`src/hw/rtl/bmhq_pkg.sv`:
```
// Shared types for the binary min-heap queue: cell operations and chain control.
`timescale 1ns / 1ps

package bmhq_pkg;

    typedef enum logic [1:0] {
        OP_INSERT,
        OP_SIFT,
        OP_FETCH
    } cell_op_e;

    typedef struct packed {
        logic     vld;
        cell_op_e op;
    } tok_ctl_t;

    typedef struct packed {
        logic done;
        logic fetch_vld;
    } cell_resp_t;

    localparam int KEY_PORT_W = 32;
    localparam int COUNT_W    = 11;

endpackage

```
`src/hw/rtl/bmhq_cell.sv`:
```
// One heap level: pair memory for the level, a registered compare stage and links to neighbours.
`timescale 1ns / 1ps

module bmhq_cell import bmhq_pkg::*; #(
    parameter int LVL = 1,
    parameter int PW  = 11,
    parameter int LW  = 4,
    parameter int KW  = 32
) (
    input  logic          aclk,
    input  logic          aresetn,
    input  tok_ctl_t      in_ctl,
    input  logic [KW-1:0] in_key,
    input  logic [PW-1:0] in_pos,
    input  logic [LW-1:0] in_depth,
    input  logic [PW-1:0] in_n,
    output tok_ctl_t      fwd_ctl,
    output logic [KW-1:0] fwd_key,
    output logic [PW-1:0] fwd_pos,
    output logic [LW-1:0] fwd_depth,
    output logic [PW-1:0] fwd_n,
    input  logic          up_in_wr,
    input  logic [PW-1:0] up_in_pos,
    input  logic [KW-1:0] up_in_key,
    output logic          up_wr,
    output logic [PW-1:0] up_pos,
    output logic [KW-1:0] up_key,
    output cell_resp_t    resp,
    output logic [KW-1:0] resp_key
);

    localparam int RW   = (LVL > 1) ? LVL - 1 : 1;
    localparam int ROWS = 1 << (LVL - 1);

    logic [KW-1:0] mem_lo [ROWS];
    logic [KW-1:0] mem_hi [ROWS];

    logic [KW-1:0] rd_lo_reg;
    logic [KW-1:0] rd_hi_reg;

    tok_ctl_t      s1_ctl_reg;
    logic [KW-1:0] s1_key_reg;
    logic [PW-1:0] s1_pos_reg;
    logic [LW-1:0] s1_depth_reg;
    logic [PW-1:0] s1_n_reg;
    logic [PW-1:0] s1_anc_reg;

    logic [LW-1:0] sh;
    logic [PW-1:0] anc;
    logic [RW-1:0] rd_row;

    logic [KW-1:0] cur;
    logic          at_lvl;
    logic [PW:0]   lc;
    logic [PW:0]   rc;
    logic [PW:0]   n_ext;
    logic          rc_ok;
    logic          take_l;
    logic          take_r;
    logic          moved;
    logic [KW-1:0] bv;
    logic [KW-1:0] cv;
    logic [PW:0]   c_full;
    logic [PW-1:0] c;
    logic          grand_ok;

    logic          own_wr;
    logic [RW-1:0] own_row;
    logic          own_slot;
    logic [KW-1:0] own_key;
    logic          wr_en;
    logic [RW-1:0] wr_row;
    logic          wr_slot;
    logic [KW-1:0] wr_key;

    // row of a position that lies on this level; slot is bit 0
    function automatic logic [RW-1:0] row_of(input logic [PW:0] p);
        row_of = RW'(p[LVL-1:0] >> 1);
    endfunction

    // read address from the arriving transfer
    always_comb begin
        sh  = in_depth - LW'(LVL);
        anc = in_pos >> sh;
        case (in_ctl.op)
            OP_SIFT: rd_row = row_of({in_pos, 1'b0});
            default: rd_row = row_of({1'b0, anc});
        endcase
    end

    always_ff @(posedge aclk) begin
        rd_lo_reg <= mem_lo[rd_row];
        rd_hi_reg <= mem_hi[rd_row];
        if (wr_en && !wr_slot) begin
            mem_lo[wr_row] <= wr_key;
        end
        if (wr_en && wr_slot) begin
            mem_hi[wr_row] <= wr_key;
        end
    end

    always_ff @(posedge aclk) begin
        s1_ctl_reg.op <= in_ctl.op;
        s1_key_reg    <= in_key;
        s1_pos_reg    <= in_pos;
        s1_depth_reg  <= in_depth;
        s1_n_reg      <= in_n;
        s1_anc_reg    <= anc;
        if (!aresetn) begin
            s1_ctl_reg.vld <= 1'b0;
        end else begin
            s1_ctl_reg.vld <= in_ctl.vld;
        end
    end

    // sift-down choice among the two children of the hole in the level above
    always_comb begin
        cur      = s1_anc_reg[0] ? rd_hi_reg : rd_lo_reg;
        at_lvl   = (s1_depth_reg == LW'(LVL));
        lc       = {s1_pos_reg, 1'b0};
        rc       = {s1_pos_reg, 1'b1};
        n_ext    = {1'b0, s1_n_reg};
        rc_ok    = (rc <= n_ext);
        take_l   = (rd_lo_reg < s1_key_reg);
        bv       = take_l ? rd_lo_reg : s1_key_reg;
        take_r   = rc_ok && (rd_hi_reg < bv);
        moved    = take_l || take_r;
        c_full   = take_r ? rc : lc;
        c        = c_full[PW-1:0];
        cv       = take_r ? rd_hi_reg : rd_lo_reg;
        grand_ok = ({c, 1'b0} <= n_ext);
    end

    always_comb begin
        fwd_ctl     = s1_ctl_reg;
        fwd_ctl.vld = 1'b0;
        fwd_key     = s1_key_reg;
        fwd_pos     = s1_pos_reg;
        fwd_depth   = s1_depth_reg;
        fwd_n       = s1_n_reg;
        up_wr       = 1'b0;
        up_pos      = s1_pos_reg;
        up_key      = s1_key_reg;
        resp        = '0;
        resp_key    = '0;
        own_wr      = 1'b0;
        own_row     = row_of({1'b0, s1_anc_reg});
        own_slot    = s1_anc_reg[0];
        own_key     = s1_key_reg;
        if (s1_ctl_reg.vld) begin
            case (s1_ctl_reg.op)
                OP_INSERT: begin
                    if (at_lvl) begin
                        own_wr    = 1'b1;
                        resp.done = 1'b1;
                    end else begin
                        fwd_ctl.vld = 1'b1;
                        if (s1_key_reg < cur) begin
                            own_wr  = 1'b1;
                            fwd_key = cur;
                        end
                    end
                end
                OP_FETCH: begin
                    if (at_lvl) begin
                        resp.fetch_vld = 1'b1;
                        resp_key       = cur;
                    end else begin
                        fwd_ctl.vld = 1'b1;
                    end
                end
                OP_SIFT: begin
                    up_wr = 1'b1;
                    if (!moved) begin
                        resp.done = 1'b1;
                    end else begin
                        up_key = cv;
                        if (grand_ok) begin
                            fwd_ctl.vld = 1'b1;
                            fwd_pos     = c;
                        end else begin
                            own_wr    = 1'b1;
                            own_row   = row_of({1'b0, c});
                            own_slot  = c[0];
                            resp.done = 1'b1;
                        end
                    end
                end
                default: ;
            endcase
        end
    end

    // hole fill from the level below takes the write port
    always_comb begin
        wr_en = own_wr || up_in_wr;
        if (up_in_wr) begin
            wr_row  = row_of({1'b0, up_in_pos});
            wr_slot = up_in_pos[0];
            wr_key  = up_in_key;
        end else begin
            wr_row  = own_row;
            wr_slot = own_slot;
            wr_key  = own_key;
        end
    end

endmodule

```
`config.mk`:
```
export PLATFORM = sky130hd
export DESIGN_NAME = bmhq_cell
export DESIGN_NICKNAME = d
export VERILOG_FILES = /design/src/hw/rtl/bmhq_pkg.sv /design/src/hw/rtl/bmhq_cell.sv
export SDC_FILE = /design/constraint.sdc
export NUM_CORES = 1
export LEC_CHECK = 0
export ABC_AREA = 1
export CAP_MARGIN = 20
export CORE_MARGIN = 10
export CORE_UTILIZATION = 50
export CTS_CLUSTER_DIAMETER = 50
export DETAILED_ROUTE_END_ITERATION = 6
export DONT_BUFFER_PORTS = 1
export HOLD_SLACK_MARGIN = 0.06
export MAX_ROUTING_LAYER = met4
export SYNTH_ARGS = -nofsm -noshare
export SYNTH_HDL_FRONTEND = slang
export SYNTH_SLANG_ARGS = --single-unit
export TNS_END_PERCENT = 5
```
`constraint.sdc`:
```
create_clock -name aclk -period 8.8 [get_ports aclk]
set_clock_uncertainty 0.2 [all_clocks]
set_input_delay 0.44 -clock aclk [delete_from_list [all_inputs] [get_ports aclk]]
set_output_delay 0.44 -clock aclk [all_outputs]
set_load 0.02 [all_outputs]
```
; ---- Word level (Yosys, flattened, before mapping)
; Memory sizes are Yosys's and may differ from the RTL's. A register that Yosys moved wholly into a read port is not among the register bits.
; Cells that the tools add are included.
[word_totals]
ff_bits = 62
latchBits = 0
mem_bits_rw = 64
mem_bits_ro = 0
input_bits = 107
out_inout_bits = 139
elab_cells = 73
memories = 2
[memory_table]
columns = name, words, word_bits, read_ports, rd_ports_with_merged_regs, wr, line
row1 = mem_hi, 1, 32, 1, 1, 1, bmhq_cell.sv:36  ; logic [KW-1:0] mem_hi [ROWS];
row2 = mem_lo, 1, 32, 1, 1, 1, bmhq_cell.sv:35  ; logic [KW-1:0] mem_lo [ROWS];
[classes]
n_addsub = 1
n_mul = 0
div_mod_pow = 0
n_lt_le_gt_ge = 5
eq_ne = 3
shifts = 1
mux = 46
bitwise_logic = 0
n_reduce_logical = 8
[op_table]
columns = cell, n
row1 = 32-bit 2-to-1 mux, 14
row2 = 32-bit < comparator, 3
row3 = 11-bit 2-to-1 mux, 4
row4 = 12-bit by 11-bit <= comparator with 1-bit output, 2
row5 = 1-bit 2-to-1 mux, 24
row6 = 11-bit by 4-bit right shift with 1-bit output, 1
row7 = 1-bit case mux with 2 select lines, 3
row8 = "4-bit by 1-bit == test with 1-bit output, second input constant", 1
row9 = "4-bit by 1-bit subtractor with 4-bit output, second input constant", 1
row10 = 1-bit logical AND, 3
row11 = "2-bit by 1-bit == test with 1-bit output, second input constant", 1
row12 = "2-bit == test, second input constant", 1
row13 = 2-bit logical NOT, 1
row14 = 1-bit logical OR, 2
row15 = 2-bit 2-to-1 mux, 1
row16 = 2-bit OR reduction, 1
row17 = 1-bit logical NOT, 1

; ---- Longest topological paths before layout
; Gate-level depths: netlist of run 1.
[logic_depth]
word_depth = 15
depth_mapped = 44
ltp_nobuf = 41

; ---- Worst setup path before layout of run 1
; No wires, ideal clock.
[synth_timing]
path_type = reg2reg
start = register s1_key_reg[31] (netlist: own_key[31])
end = memory mem_hi[0][0], enable pin
setup_time_ns = 0.432
t_arrival_ns = 5.986
slack_ns = 2.182
stages_incl_launch_ff = 37
path_buffers = 3
period_less_slack_ns = 6.618
cell_sequence = dfxtp_1 inv_1 ha_1 nand2_1 nor4_2 inv_1 nor2_1 nand2_1 nand2_1 buf_2 clkbuf_1 nand2_1 o21ai_0 ha_1 a21oi_1 o21a_1 o221ai_1 nand2_1 o2111ai_1 a21oi_1 nand2_4 inv_2 buf_2 ha_1 inv_1 nor2_1 o21ai_0 nand2_1 nand3_1 o2111ai_1 nand2_1 inv_1 nand4_1 nand2_1 inv_1 nand2_1 a21oi_1
[synth_between]
elab_chain_cells = 14
elab_cells_between_ends = 23
cone_classes = order compare (4) / mux (15) / reduce/logical (4)
[synth_rtl]
columns = item, line
row1 = "start, declared", bmhq_cell.sv:42  ; logic [KW-1:0] s1_key_reg;
row2 = "start signal, assigned", bmhq_cell.sv:104  ; s1_key_reg <= in_key;
row3 = 32-bit < comparator, bmhq_cell.sv:124  ; take_l = (rd_lo_reg < s1_key_reg);
row4 = 32-bit 2-to-1 mux, bmhq_cell.sv:125  ; bv = take_l ? rd_lo_reg : s1_key_reg;
row5 = 32-bit < comparator, bmhq_cell.sv:126  ; take_r = rc_ok && (rd_hi_reg < bv);
row6 = 1-bit logical AND, bmhq_cell.sv:126
row7 = 1-bit 2-to-1 mux, bmhq_cell.sv:128  ; c_full = take_r ? rc : lc;
row8 = 12-bit by 11-bit <= comparator with 1-bit output, bmhq_cell.sv:131  ; grand_ok = ({c, 1'b0} <= n_ext);
row9 = 1-bit 2-to-1 mux, bmhq_cell.sv:178  ; if (grand_ok) begin
row10 = 1-bit 2-to-1 mux, bmhq_cell.sv:174  ; if (!moved) begin
row11 = 1-bit case mux with 2 select lines or 1-bit 2-to-1 mux (tied branches), bmhq_cell.sv:151  ; case (s1_ctl_reg.op)
row12 = 1-bit 2-to-1 mux, bmhq_cell.sv:150  ; if (s1_ctl_reg.vld) begin
row13 = 1-bit logical OR or 1-bit 2-to-1 mux (tied branches), "bmhq_cell.sv:196, bmhq_cell.sv:197"
row14 = 1-bit logical AND (*), bmhq_cell.sv:97  ; if (wr_en && wr_slot) begin
row15 = 1-bit 2-to-1 mux (*), bmhq_cell.sv:97
row16 = 1-bit 2-to-1 mux (not written as such) (*), bmhq_cell.sv:98  ; mem_hi[wr_row] <= wr_key;
row17 = "end, declared", bmhq_cell.sv:36
; Every way passes the cells marked *; elsewhere a longest branch is shown, timed or not.

; ---- Final worst setup path of run 1
[layout_timing]
start = register s1_key_reg[31] (netlist: own_key[31])
end = memory mem_lo[0][18], enable pin
[layout_between]
elab_chain_cells = 15
elab_cells_between_ends = 24
cone_classes = order compare (4) / mux (15) / reduce/logical (5)
[layout_rtl]
columns = item, line
row1 = 32-bit < comparator, bmhq_cell.sv:124
row2 = 32-bit 2-to-1 mux, bmhq_cell.sv:125
row3 = 32-bit < comparator, bmhq_cell.sv:126
row4 = 1-bit logical AND, bmhq_cell.sv:126
row5 = 1-bit 2-to-1 mux, bmhq_cell.sv:128
row6 = 12-bit by 11-bit <= comparator with 1-bit output, bmhq_cell.sv:131
row7 = 1-bit 2-to-1 mux, bmhq_cell.sv:178
row8 = 1-bit 2-to-1 mux, bmhq_cell.sv:174
row9 = 1-bit 2-to-1 mux, bmhq_cell.sv:151
row10 = 1-bit 2-to-1 mux, bmhq_cell.sv:150
row11 = 1-bit 2-to-1 mux, bmhq_cell.sv:197  ; if (up_in_wr) begin
row12 = 1-bit logical NOT, bmhq_cell.sv:94  ; if (wr_en && !wr_slot) begin
row13 = 1-bit logical AND (*), bmhq_cell.sv:94
row14 = 1-bit 2-to-1 mux (*), bmhq_cell.sv:94
row15 = 1-bit 2-to-1 mux (not written as such) (*), bmhq_cell.sv:95  ; mem_lo[wr_row] <= wr_key;
row16 = "end, declared", bmhq_cell.sv:35
; Marks and branches as above.

==> flow_metrics.env, run 1 <==
export IMPL_cts_buffer_depth=2
export IMPL_r2r_cells=34
export IMPL_io_buffers=0
export IMPL_max_stage_delay_ps=710
export IMPL_dpl_cell_count=1347
export IMPL_wirelength_um=27400
export IMPL_cp_common_cell="nand2_1"
export IMPL_synthCells=1128
export IMPL_yosysSeqAreaShare=0.460
export IMPL_fill_cells=1671
export IMPL_final_cells=1471
export IMPL_grt_max_degree=66
export IMPL_diodes=0
export IMPL_grtUsageTotal=0.218
export IMPL_crit_buf_inv=8
export IMPL_grt_overflow=0
export IMPL_synth_fa_ha_area_frac=0.148
export IMPL_hold_violations=0
export IMPL_syn_area_um2=9650
export IMPL_ir_drop_mv=0.143
export IMPL_max_clock_freq_mhz=144
export IMPL_ctsResizeCount=0
export IMPL_arrival_ps=6890
export IMPL_ys_top_cells_by_area="dfxtp_1, edfxtp_1, ha_1"
export IMPL_rsz0062_at_grt="false"
export IMPL_drc=0
export IMPL_dr_pass1_iters=5
export IMPL_synth_top_area_cell="dfxtp_1"
export IMPL_ys_ff_latch=190
export IMPL_clkSlewWorstSetupHoldPaths_ps=70
export IMPL_syn_to_final_growth_pct=17.5
export IMPL_clk_insertion_delay_late_ps=440
export IMPL_setup_viol=0
export IMPL_required_ps=8740
export IMPL_antenna_found_initial=0
export IMPL_synthMostInstantiatedCell="nand2_1"
export IMPL_cts_hold_buf=90
export IMPL_post_drt_wl_per_cell_um=18.6
export IMPL_hold_ws_ps=74.1
export IMPL_cts_sinks=190
export IMPL_min_path_cells=1
export IMPL_crit_family="simple AND/OR/NAND/NOR gates"
export IMPL_place_congestion=0.828
export IMPL_endpoint_kind="flip-flop"
export IMPL_hold_path_class="in -> reg"
export IMPL_seq_area_um2=4450
export IMPL_grt_pass1_wl_um=43000
export IMPL_core_area_um2=18800
export IMPL_grt_pass1_vias=7859
export IMPL_routed_via_density=5.36
export IMPL_synth_cell_types=45
export IMPL_start_kind="flip-flop"
export IMPL_die_h_um=159
export IMPL_vias=7882
export IMPL_yosysWarnings=0
export IMPL_cp_depth=34
export IMPL_cp_max_fo=39
export IMPL_num_rows=50
export IMPL_start_util=0.513
export IMPL_max_slew_margin=0.374
export IMPL_max_cap_violations=0
export IMPL_synth_compound_area_frac=0.163
export IMPL_crit_path_top_delay_cell="nor2_4"
export IMPL_final_nets=1419
export IMPL_cts_htree_levels=4
export IMPL_synth_top_family_by_area="compound AO/OA/AOI/OAI gates"
export IMPL_synth_top_area_share=0.261
export IMPL_dpl_hpwl_um=19500
export IMPL_drtIter0Drc=525
export IMPL_synth_edf_count=64
export IMPL_fin_crit_ps=6960
export IMPL_synthSimpleGateAreaFrac=0.160
export IMPL_critPathKind="reg -> reg"
export IMPL_fin_setup_tns_ps=0
export IMPL_postCtsSetupRepairBufs=0
export IMPL_ant_nets=0
export IMPL_async_flop_share=0
export IMPL_avgSynthCellArea_um2=8.56
export IMPL_die_w_um=159
export IMPL_synth_nets=1349
export IMPL_multiInputGateArea_um2=4600
export IMPL_drive_above_1_share=0.0446
export IMPL_synth_commonest_cells="nand2_1, o21ai_0, dfxtp_1"
export IMPL_outcome="finished, final reports clean"
export IMPL_synthFlopType="dfxtp_1"
export IMPL_powerDensity_nw_per_um2=199
export IMPL_cts_made_buffers=17
export IMPL_synth_mux_area_frac=0.00104
export IMPL_slew_violations=0
export IMPL_die_area_um2=25300
export IMPL_tightest_slew_ps=930
export IMPL_root_buffer="clkbuf_16"
export IMPL_p_leak_nw=5.08
export IMPL_cts_tree="yes"
export IMPL_post_route_period_util=0.790
export IMPL_io_pins=246
export IMPL_synth_xor_area_frac=0.00181
[path summary, 6_finish.rpt]
kind / start / to / slack, ps
hold / removal: up_in_wr / mem_hi[0][31] / 70
setup reg to reg: own_key[31] / mem_lo[0][18] / 1840
hold reg to reg: mem_lo[0][13] / rd_lo_reg[13] / 140
setup / recovery: own_key[31] / mem_lo[0][18] / 1840
[kinds of logic after synthesis]
| logic type | Yosys count |
|---|---|
| buffers and inverters | 159 |
| and+or+nand+nor | 378 |
| DFF | 190 |
| AOI/OAI and AO/OA | 284 |
| adders and majority gates | 114 |
| xor gates and xnor gates | 2 |
| muxes | 1 |
[layout by cell type (no fill, tap or decap), types with 17 or more instances in the layout]
cell / n
o21ai_1: 31
a21oi_1: 49
dfxtp_1: 125
inv_1: 110
o211ai_1: 33
clkbuf_16: 17
ha_1: 114
o21ai_0: 147
edfxtp_1: 64
nand2_1: 266
nor2_1: 68
dlygate4sd3_1: 91
[where the power goes]
part | internal, mW | total, mW | switching, mW | leakage, nW
registers | 0.976 | 1.02 | 0.0483 | 1.67
logic | 0.162 | 0.478 | 0.316 | 3.12
clock network | 0.400 | 0.755 | 0.355 | 0.281
[routing by layer]
layer / track usage / vias to the layer above / part of all wire / routed length, um
li1: - / 3981 / - / -
met1: 0.261 / 3627 / 0.44 / 12000
met2: 0.353 / 253 / 0.48 / 13100
met3: 0.0702 / 21 / 0.073 / 2010
met4: 0.0497 / 0 / 0.013 / 346
met5: - / - / 0 / 0
[worst register-to-register path, delay by kind of cell, from the launching register on]
family                     cells  cell delay, ps
buffers and inverters          8             950
adders and majority gates      3             890
and+or+nand+nor               20            3880
AOI/OAI and AO/OA              3             360
DFF                            1             390
[cell type report]
class                      count  share of cell area
timing repair buffer          97              0.0854
clock buffer                  17              0.0375
multi-input combinational    779               0.405
clock inverter                15              0.0133
sequential                   190               0.392
tap                          260              0.0287
inverter                     113              0.0376
[through the flow]
stage,utilization,area (um2),worst slack [ps],power [mW]
6_report,0.602,11300,1840,2.26
5_1_grt,0.602,11300,1160,2.39
4_1_cts,0.601,11300,1740,2.28
3_5_place_dp,0.522,9830,1780,1.49
3_3_place_gp,0.522,9830,1860,1.48
2_1_floorplan,-,9650,2180,1.37
Note: power is estimated with default switching activity, not from simulation.
==> run 2, diff against run 1 <==
==> constraint.sdc (replaced) <==
create_clock -name aclk -period 6.63 [get_ports aclk]
set_clock_uncertainty 0.2 [all_clocks]
set_input_delay 0.3315 -clock aclk [delete_from_list [all_inputs] [get_ports aclk]]
set_output_delay 0.3315 -clock aclk [all_outputs]
set_load 0.02 [all_outputs]
==> run 2 against run 1 <==
Compared with the run above:
- wire length shrank 2.0%
- clock-buffer cell count is the same
- global-route usage shrank 0.40 points
- hold slack gained 13 ps
- non-clock buffer count grew 12
- clock power grew 34%
- via count is essentially flat
- first-iteration DRC count shrank 13%
- register-to-register slack lost 1200 ps
- critical path type is now reg -> out
- largest cell class unchanged
- highest routed layer unchanged
==> flow_metrics.env, run 2 (synthesis gave the netlist of run 1 again) <==
export IMPL_outcome="finished, final reports clean"
export IMPL_p_clk_frac=0.333
export IMPL_r2r_cells=35
export IMPL_routed_via_density=5.31
export IMPL_dpl_hpwl_um=19400
export IMPL_cts_made_buffers=17
export IMPL_required_ps=6100
export IMPL_grtUsageTotal=0.214
export IMPL_power_internal_mw=2.05
export IMPL_cts_sinks=190
export IMPL_reg2reg_setup_slack_ps=630
export IMPL_maxUsedRoutingLayer="met4"
export IMPL_setup_ws_ps=564
export IMPL_fin_crit_ps=6070
export IMPL_grt_pass1_vias=7765
export IMPL_arrival_ps=5530
export IMPL_clkSlewWorstSetupHoldPaths_ps=70
export IMPL_max_stage_delay_ps=380
export IMPL_powerDensity_nw_per_um2=262
export IMPL_final_common_cell="nand2_1"
export IMPL_start_util=0.513
export IMPL_die_area_um2=25300
export IMPL_post_route_period_util=0.915
export IMPL_die_h_um=159
export IMPL_hold_start="in_pos[9]"
export IMPL_hold_ws_ps=86.9
export IMPL_pwr_share_seq=0.455
export IMPL_die_w_um=159
export IMPL_io_pins=246
export IMPL_fill_cells=1673
export IMPL_rsz0062_at_grt="false"
export IMPL_p_leak_nw=5.16
export IMPL_hold_end="s1_anc_reg[0]"
export IMPL_wl_met1_um=12000
export IMPL_syn_to_final_growth_pct=19.4
export IMPL_grt_pass1_wl_um=42700
export IMPL_drc=0
export IMPL_diodes=0
export IMPL_final_nets=1432
export IMPL_grt_max_degree=63
export IMPL_hold_path_class="in -> reg"
export IMPL_max_cap_violations=0
export IMPL_post_drt_wl_per_cell_um=18.1
export IMPL_cts_tree="yes"
export IMPL_min_path_cells=4
export IMPL_r2r_start="own_key[31]"
export IMPL_wirelength_um=26900
export IMPL_max_slew_margin=0.301
export IMPL_final_util=0.612
export IMPL_swShare=0.320
export IMPL_max_clock_freq_mhz=165
export IMPL_antenna_found_initial=0
export IMPL_hold_violations=0
export IMPL_clk_insertion_delay_late_ps=440
export IMPL_layout_common_cells="nand2_1, o21ai_0, dfxtp_1"
export IMPL_drtIter0Drc=458
export IMPL_p_sw_uw=966
export IMPL_place_congestion=0.829
export IMPL_dr_pass1_iters=7
export IMPL_critPathKind="reg -> out"
export IMPL_dr_wl_met3_um=1830
export IMPL_endpoint_kind="output pin"
export IMPL_tightest_slew_ps=1040
export IMPL_drive_above_1_share=0.0539
export IMPL_cts_htree_levels=4
export IMPL_setup_viol=0
export IMPL_cts_buffer_depth=2
export IMPL_ir_drop_mv=0.209
export IMPL_io_buffers=0
export IMPL_cp_max_fo=46
export IMPL_grt_overflow=0
export IMPL_route_met2_wl_um=12600
export IMPL_preCtsSetupSlack_ps=489
export IMPL_fin_setup_tns_ps=0
export IMPL_vias=7878
export IMPL_start_kind="flip-flop"
export IMPL_combPwrFrac=0.212
export IMPL_postCtsSetupRepairBufs=0
export IMPL_core_area_um2=18800
export IMPL_cp_common_cell="nand2_1"
export IMPL_ant_nets=0
export IMPL_slew_violations=0
export IMPL_root_buffer="clkbuf_16"
export IMPL_num_rows=50
export IMPL_crit_path_top_delay_cell="dfxtp_1"
export IMPL_reg2reg_to="mem_lo[0][13]"
[run 2: worst max-delay path, delay by kind of cell (launching register included)]
family | cells | cell delay (ps)
buffers and inverters | 8 | 950
flip-flops | 1 | 380
AND/OR/NAND/NOR | 15 | 1950
adder cells (fa/ha/maj) | 3 | 800
AO/OA/AOI/OAI | 7 | 980
[run 2: metrics by stage]
stage | instance area (um2) | power [mW] | cells
final | 11500 | 3.02 | 1484
after global routing | 11500 | 3.19 | 1484
after CTS | 11500 | 3.04 | 1483
after detailed placement | 9920 | 1.98 | 1354
after global placement | 9920 | 1.98 | 1354
after floorplan | 9650 | 1.82 | 1128
[run 2: worst max-delay path by stage]
| stage | from | endpoint | cells past startpoint |
|---|---|---|---|
| global placement | own_key[19] | mem_lo[0][13] | 36 |
| global route | own_key[31] | fwd_pos[2] | 33 |
| finish | own_key[31] | fwd_ctl[2] | 33 |
| detailed placement | own_key[19] | mem_lo[0][6] | 36 |
| floorplan | own_key[31] | mem_hi[0][0] | 36 |
| CTS | own_key[19] | fwd_pos[1] | 32 |
[run 2: repair_timing]
action                                 CTS  global route
endpoints found under the hold margin  126             0
resized for setup                        0             5
setup endpoints to repair                0            37
hold buffers                            97             0
[run 2: layout make-up]
type                    instances  area (um2)  share of cell area
well taps                     260         325              0.0282
clock inverters                15         151              0.0131
repair buffers                109        1120              0.0969
clock buffers                  17         425              0.0369
multi-input cells             780        4630               0.402
flip-flops and latches        190        4450               0.386
inverters                     113         427              0.0370
[run 2: layer usage]
metal | global-route usage | vias up
met4 | 0.0569 | 0
li1 | - | 4006
met3 | 0.0586 | 31
met1 | 0.265 | 3613
met2 | 0.340 | 228
met5 | - | -
[run 2: power by group through the flow]
| stage | sequential [mW] | combinational [mW] | clock [mW] |
|---|---|---|---|
| finish | 1.37 | 0.640 | 1.01 |
| floorplan | 1.37 | 0.451 | 0 |
| CTS | 1.37 | 0.640 | 1.03 |
| global route | 1.39 | 0.735 | 1.07 |
| detailed placement | 1.40 | 0.583 | 0 |
| global placement | 1.40 | 0.576 | 0 |
==> run 3, diff against run 2 <==
--- a/config.mk
+++ b/config.mk
@@ -13,7 +13,6 @@
 export DETAILED_ROUTE_END_ITERATION = 6
 export DONT_BUFFER_PORTS = 1
 export HOLD_SLACK_MARGIN = 0.06
-export MAX_ROUTING_LAYER = met4
 export SYNTH_ARGS = -nofsm -noshare
 export SYNTH_HDL_FRONTEND = slang
 export SYNTH_SLANG_ARGS = --single-unit
==> run 3 against run 2 <==
Compared with the run above:
- global-route usage fell by 0.60 points
- clock power barely moved
- sequential cell count did not move
- sequential power barely moved
- largest cell class unchanged
- critical path type unchanged
==> flow_metrics.env, run 3 (synthesis gave the netlist of run 1 again) <==
export IMPL_hold_ws_ps=97.9
export IMPL_arrival_ps=5520
export IMPL_critPathKind="reg -> out"
export IMPL_antenna_found_initial=0
export IMPL_diodes=0
export IMPL_drive_above_1_share=0.0539
export IMPL_p_sw_uw=964
export IMPL_grt_max_degree=63
export IMPL_p_leak_nw=5.16
export IMPL_powerDensity_nw_per_um2=262
export IMPL_power_internal_mw=2.05
export IMPL_crit_family="simple AND/OR/NAND/NOR gates"
export IMPL_start_kind="flip-flop"
export IMPL_die_area_um2=25300
export IMPL_ir_drop_mv=0.209
export IMPL_cts_tree="yes"
export IMPL_placed_cell_area_um2=9920
export IMPL_max_clock_freq_mhz=165
export IMPL_io_pins=246
export IMPL_num_rows=50
export IMPL_dpl_cell_count=1354
export IMPL_die_w_um=159
export IMPL_cts_buffer_depth=2
export IMPL_post_drt_wl_per_cell_um=18.1
export IMPL_hold_violations=0
export IMPL_max_stage_delay_ps=380
export IMPL_slew_violations=0
export IMPL_die_h_um=159
export IMPL_vias=7873
export IMPL_cts_sinks=190
export IMPL_grt_pass1_wl_um=42800
export IMPL_crit_path_top_delay_cell="dfxtp_1"
export IMPL_dr_pass1_iters=5
export IMPL_cts_made_buffers=17
export IMPL_fin_crit_ps=6050
export IMPL_setup_viol=0
export IMPL_tightest_slew_ps=1050
export IMPL_ant_nets=0
export IMPL_fin_setup_tns_ps=0
export IMPL_dpl_hpwl_um=19400
export IMPL_clk_insertion_delay_late_ps=440
export IMPL_wirelength_um=26800
export IMPL_grt_pass1_vias=7751
export IMPL_layout_common_cells="nand2_1, o21ai_0, dfxtp_1"
export IMPL_cp_max_fo=46
export IMPL_rsz0062_at_grt="false"
export IMPL_cp_common_cell="nand2_1"
export IMPL_clkSlewWorstSetupHoldPaths_ps=70
export IMPL_post_route_period_util=0.913
export IMPL_grt_overflow=0
export IMPL_crit_buf_inv=8
export IMPL_combPwrFrac=0.212
export IMPL_start_util=0.513
export IMPL_max_cap_violations=0
export IMPL_io_buffers=0
export IMPL_endpoint_kind="output pin"
export IMPL_core_area_um2=18800
export IMPL_final_nets=1432
export IMPL_max_slew_margin=0.298
export IMPL_finish_instance_area_um2=11500
export IMPL_routed_via_density=5.31
export IMPL_outcome="finished, final reports clean"
export IMPL_final_cells=1484
export IMPL_drc=0
export IMPL_fill_cells=1673
export IMPL_grtUsageTotal=0.208
export IMPL_hold_path_class="in -> reg"
export IMPL_cts_htree_levels=4
export IMPL_pwr_share_seq=0.455
export IMPL_required_ps=6100
export IMPL_final_common_cell="nand2_1"
export IMPL_postCtsSetupRepairBufs=0
export IMPL_syn_to_final_growth_pct=19.4
export IMPL_p_clk_frac=0.333
export IMPL_place_congestion=0.817
export IMPL_swShare=0.319
export IMPL_drtIter0Drc=436
export IMPL_root_buffer="clkbuf_16"
[run 3: cell counts in the layout (fill, tap and decap cells not counted)]
No cell type changed its count.
[run 3: per-stage QoR]
| step | utilization | setup slack (ps) | total power, mW |
|---|---|---|---|
| floorplan | - | 12.3 | 1.82 |
| global placement | 0.527 | 579 | 1.98 |
| detailed placement | 0.527 | 489 | 1.98 |
| CTS | 0.610 | 348 | 3.04 |
| global route | 0.612 | 10.2 | 3.19 |
| finish | 0.612 | 579 | 3.02 |
[run 3: worst reg2reg max path, delay by kind of cell, from the launching register on]
kind | cells | cell delay [ps]
compound gates | 7 | 910
fa+ha+maj | 3 | 870
buf+inv | 8 | 990
flops | 1 | 380
simple gates | 17 | 2330
[run 3: area by class of cell]
type | instances | area (um2) | share of cell area
clock buffer | 17 | 425 | 0.0369
clock inverter | 15 | 151 | 0.0131
inverter | 113 | 427 | 0.0370
multi-input combinational | 780 | 4630 | 0.402
sequential | 190 | 4450 | 0.386
tap | 260 | 325 | 0.0282
timing repair buffer | 109 | 1120 | 0.0969
[run 3: path summary, 6_finish.rpt]
path | start | endpoint | slack [ps] | cells after the start
setup / recovery | own_key[31] | fwd_ctl[2] | 580 | 33
hold / removal | in_pos[9] | s1_anc_reg[0] | 100 | 4
setup reg to reg | own_key[31] | mem_lo[0][13] | 640 | 35
hold reg to reg | mem_lo[0][13] | rd_lo_reg[13] | 140 | 0
[run 3: power groups by stage]
stage               clock network (mW)  logic (mW)  registers (mW)
finish                            1.00       0.640            1.37
global route                      1.07       0.735            1.39
CTS                               1.03       0.640            1.37
detailed placement                   0       0.583            1.40
global placement                     0       0.576            1.40
floorplan                            0       0.451            1.37
[run 3: layer usage]
layer,routed length (um),global-route usage,up-vias
met5,0,0,-
met4,469,0.0569,0
met3,1970,0.0664,29
met2,12600,0.341,218
met1,11700,0.259,3618
li1,-,-,4008
[run 3: what timing repair did]
action | in CTS | in global routing
hold buffers | 97 | 0
resized for setup | 0 | 5
endpoints found under the setup margin | 0 | 37
hold endpoints to repair | 126 | 0
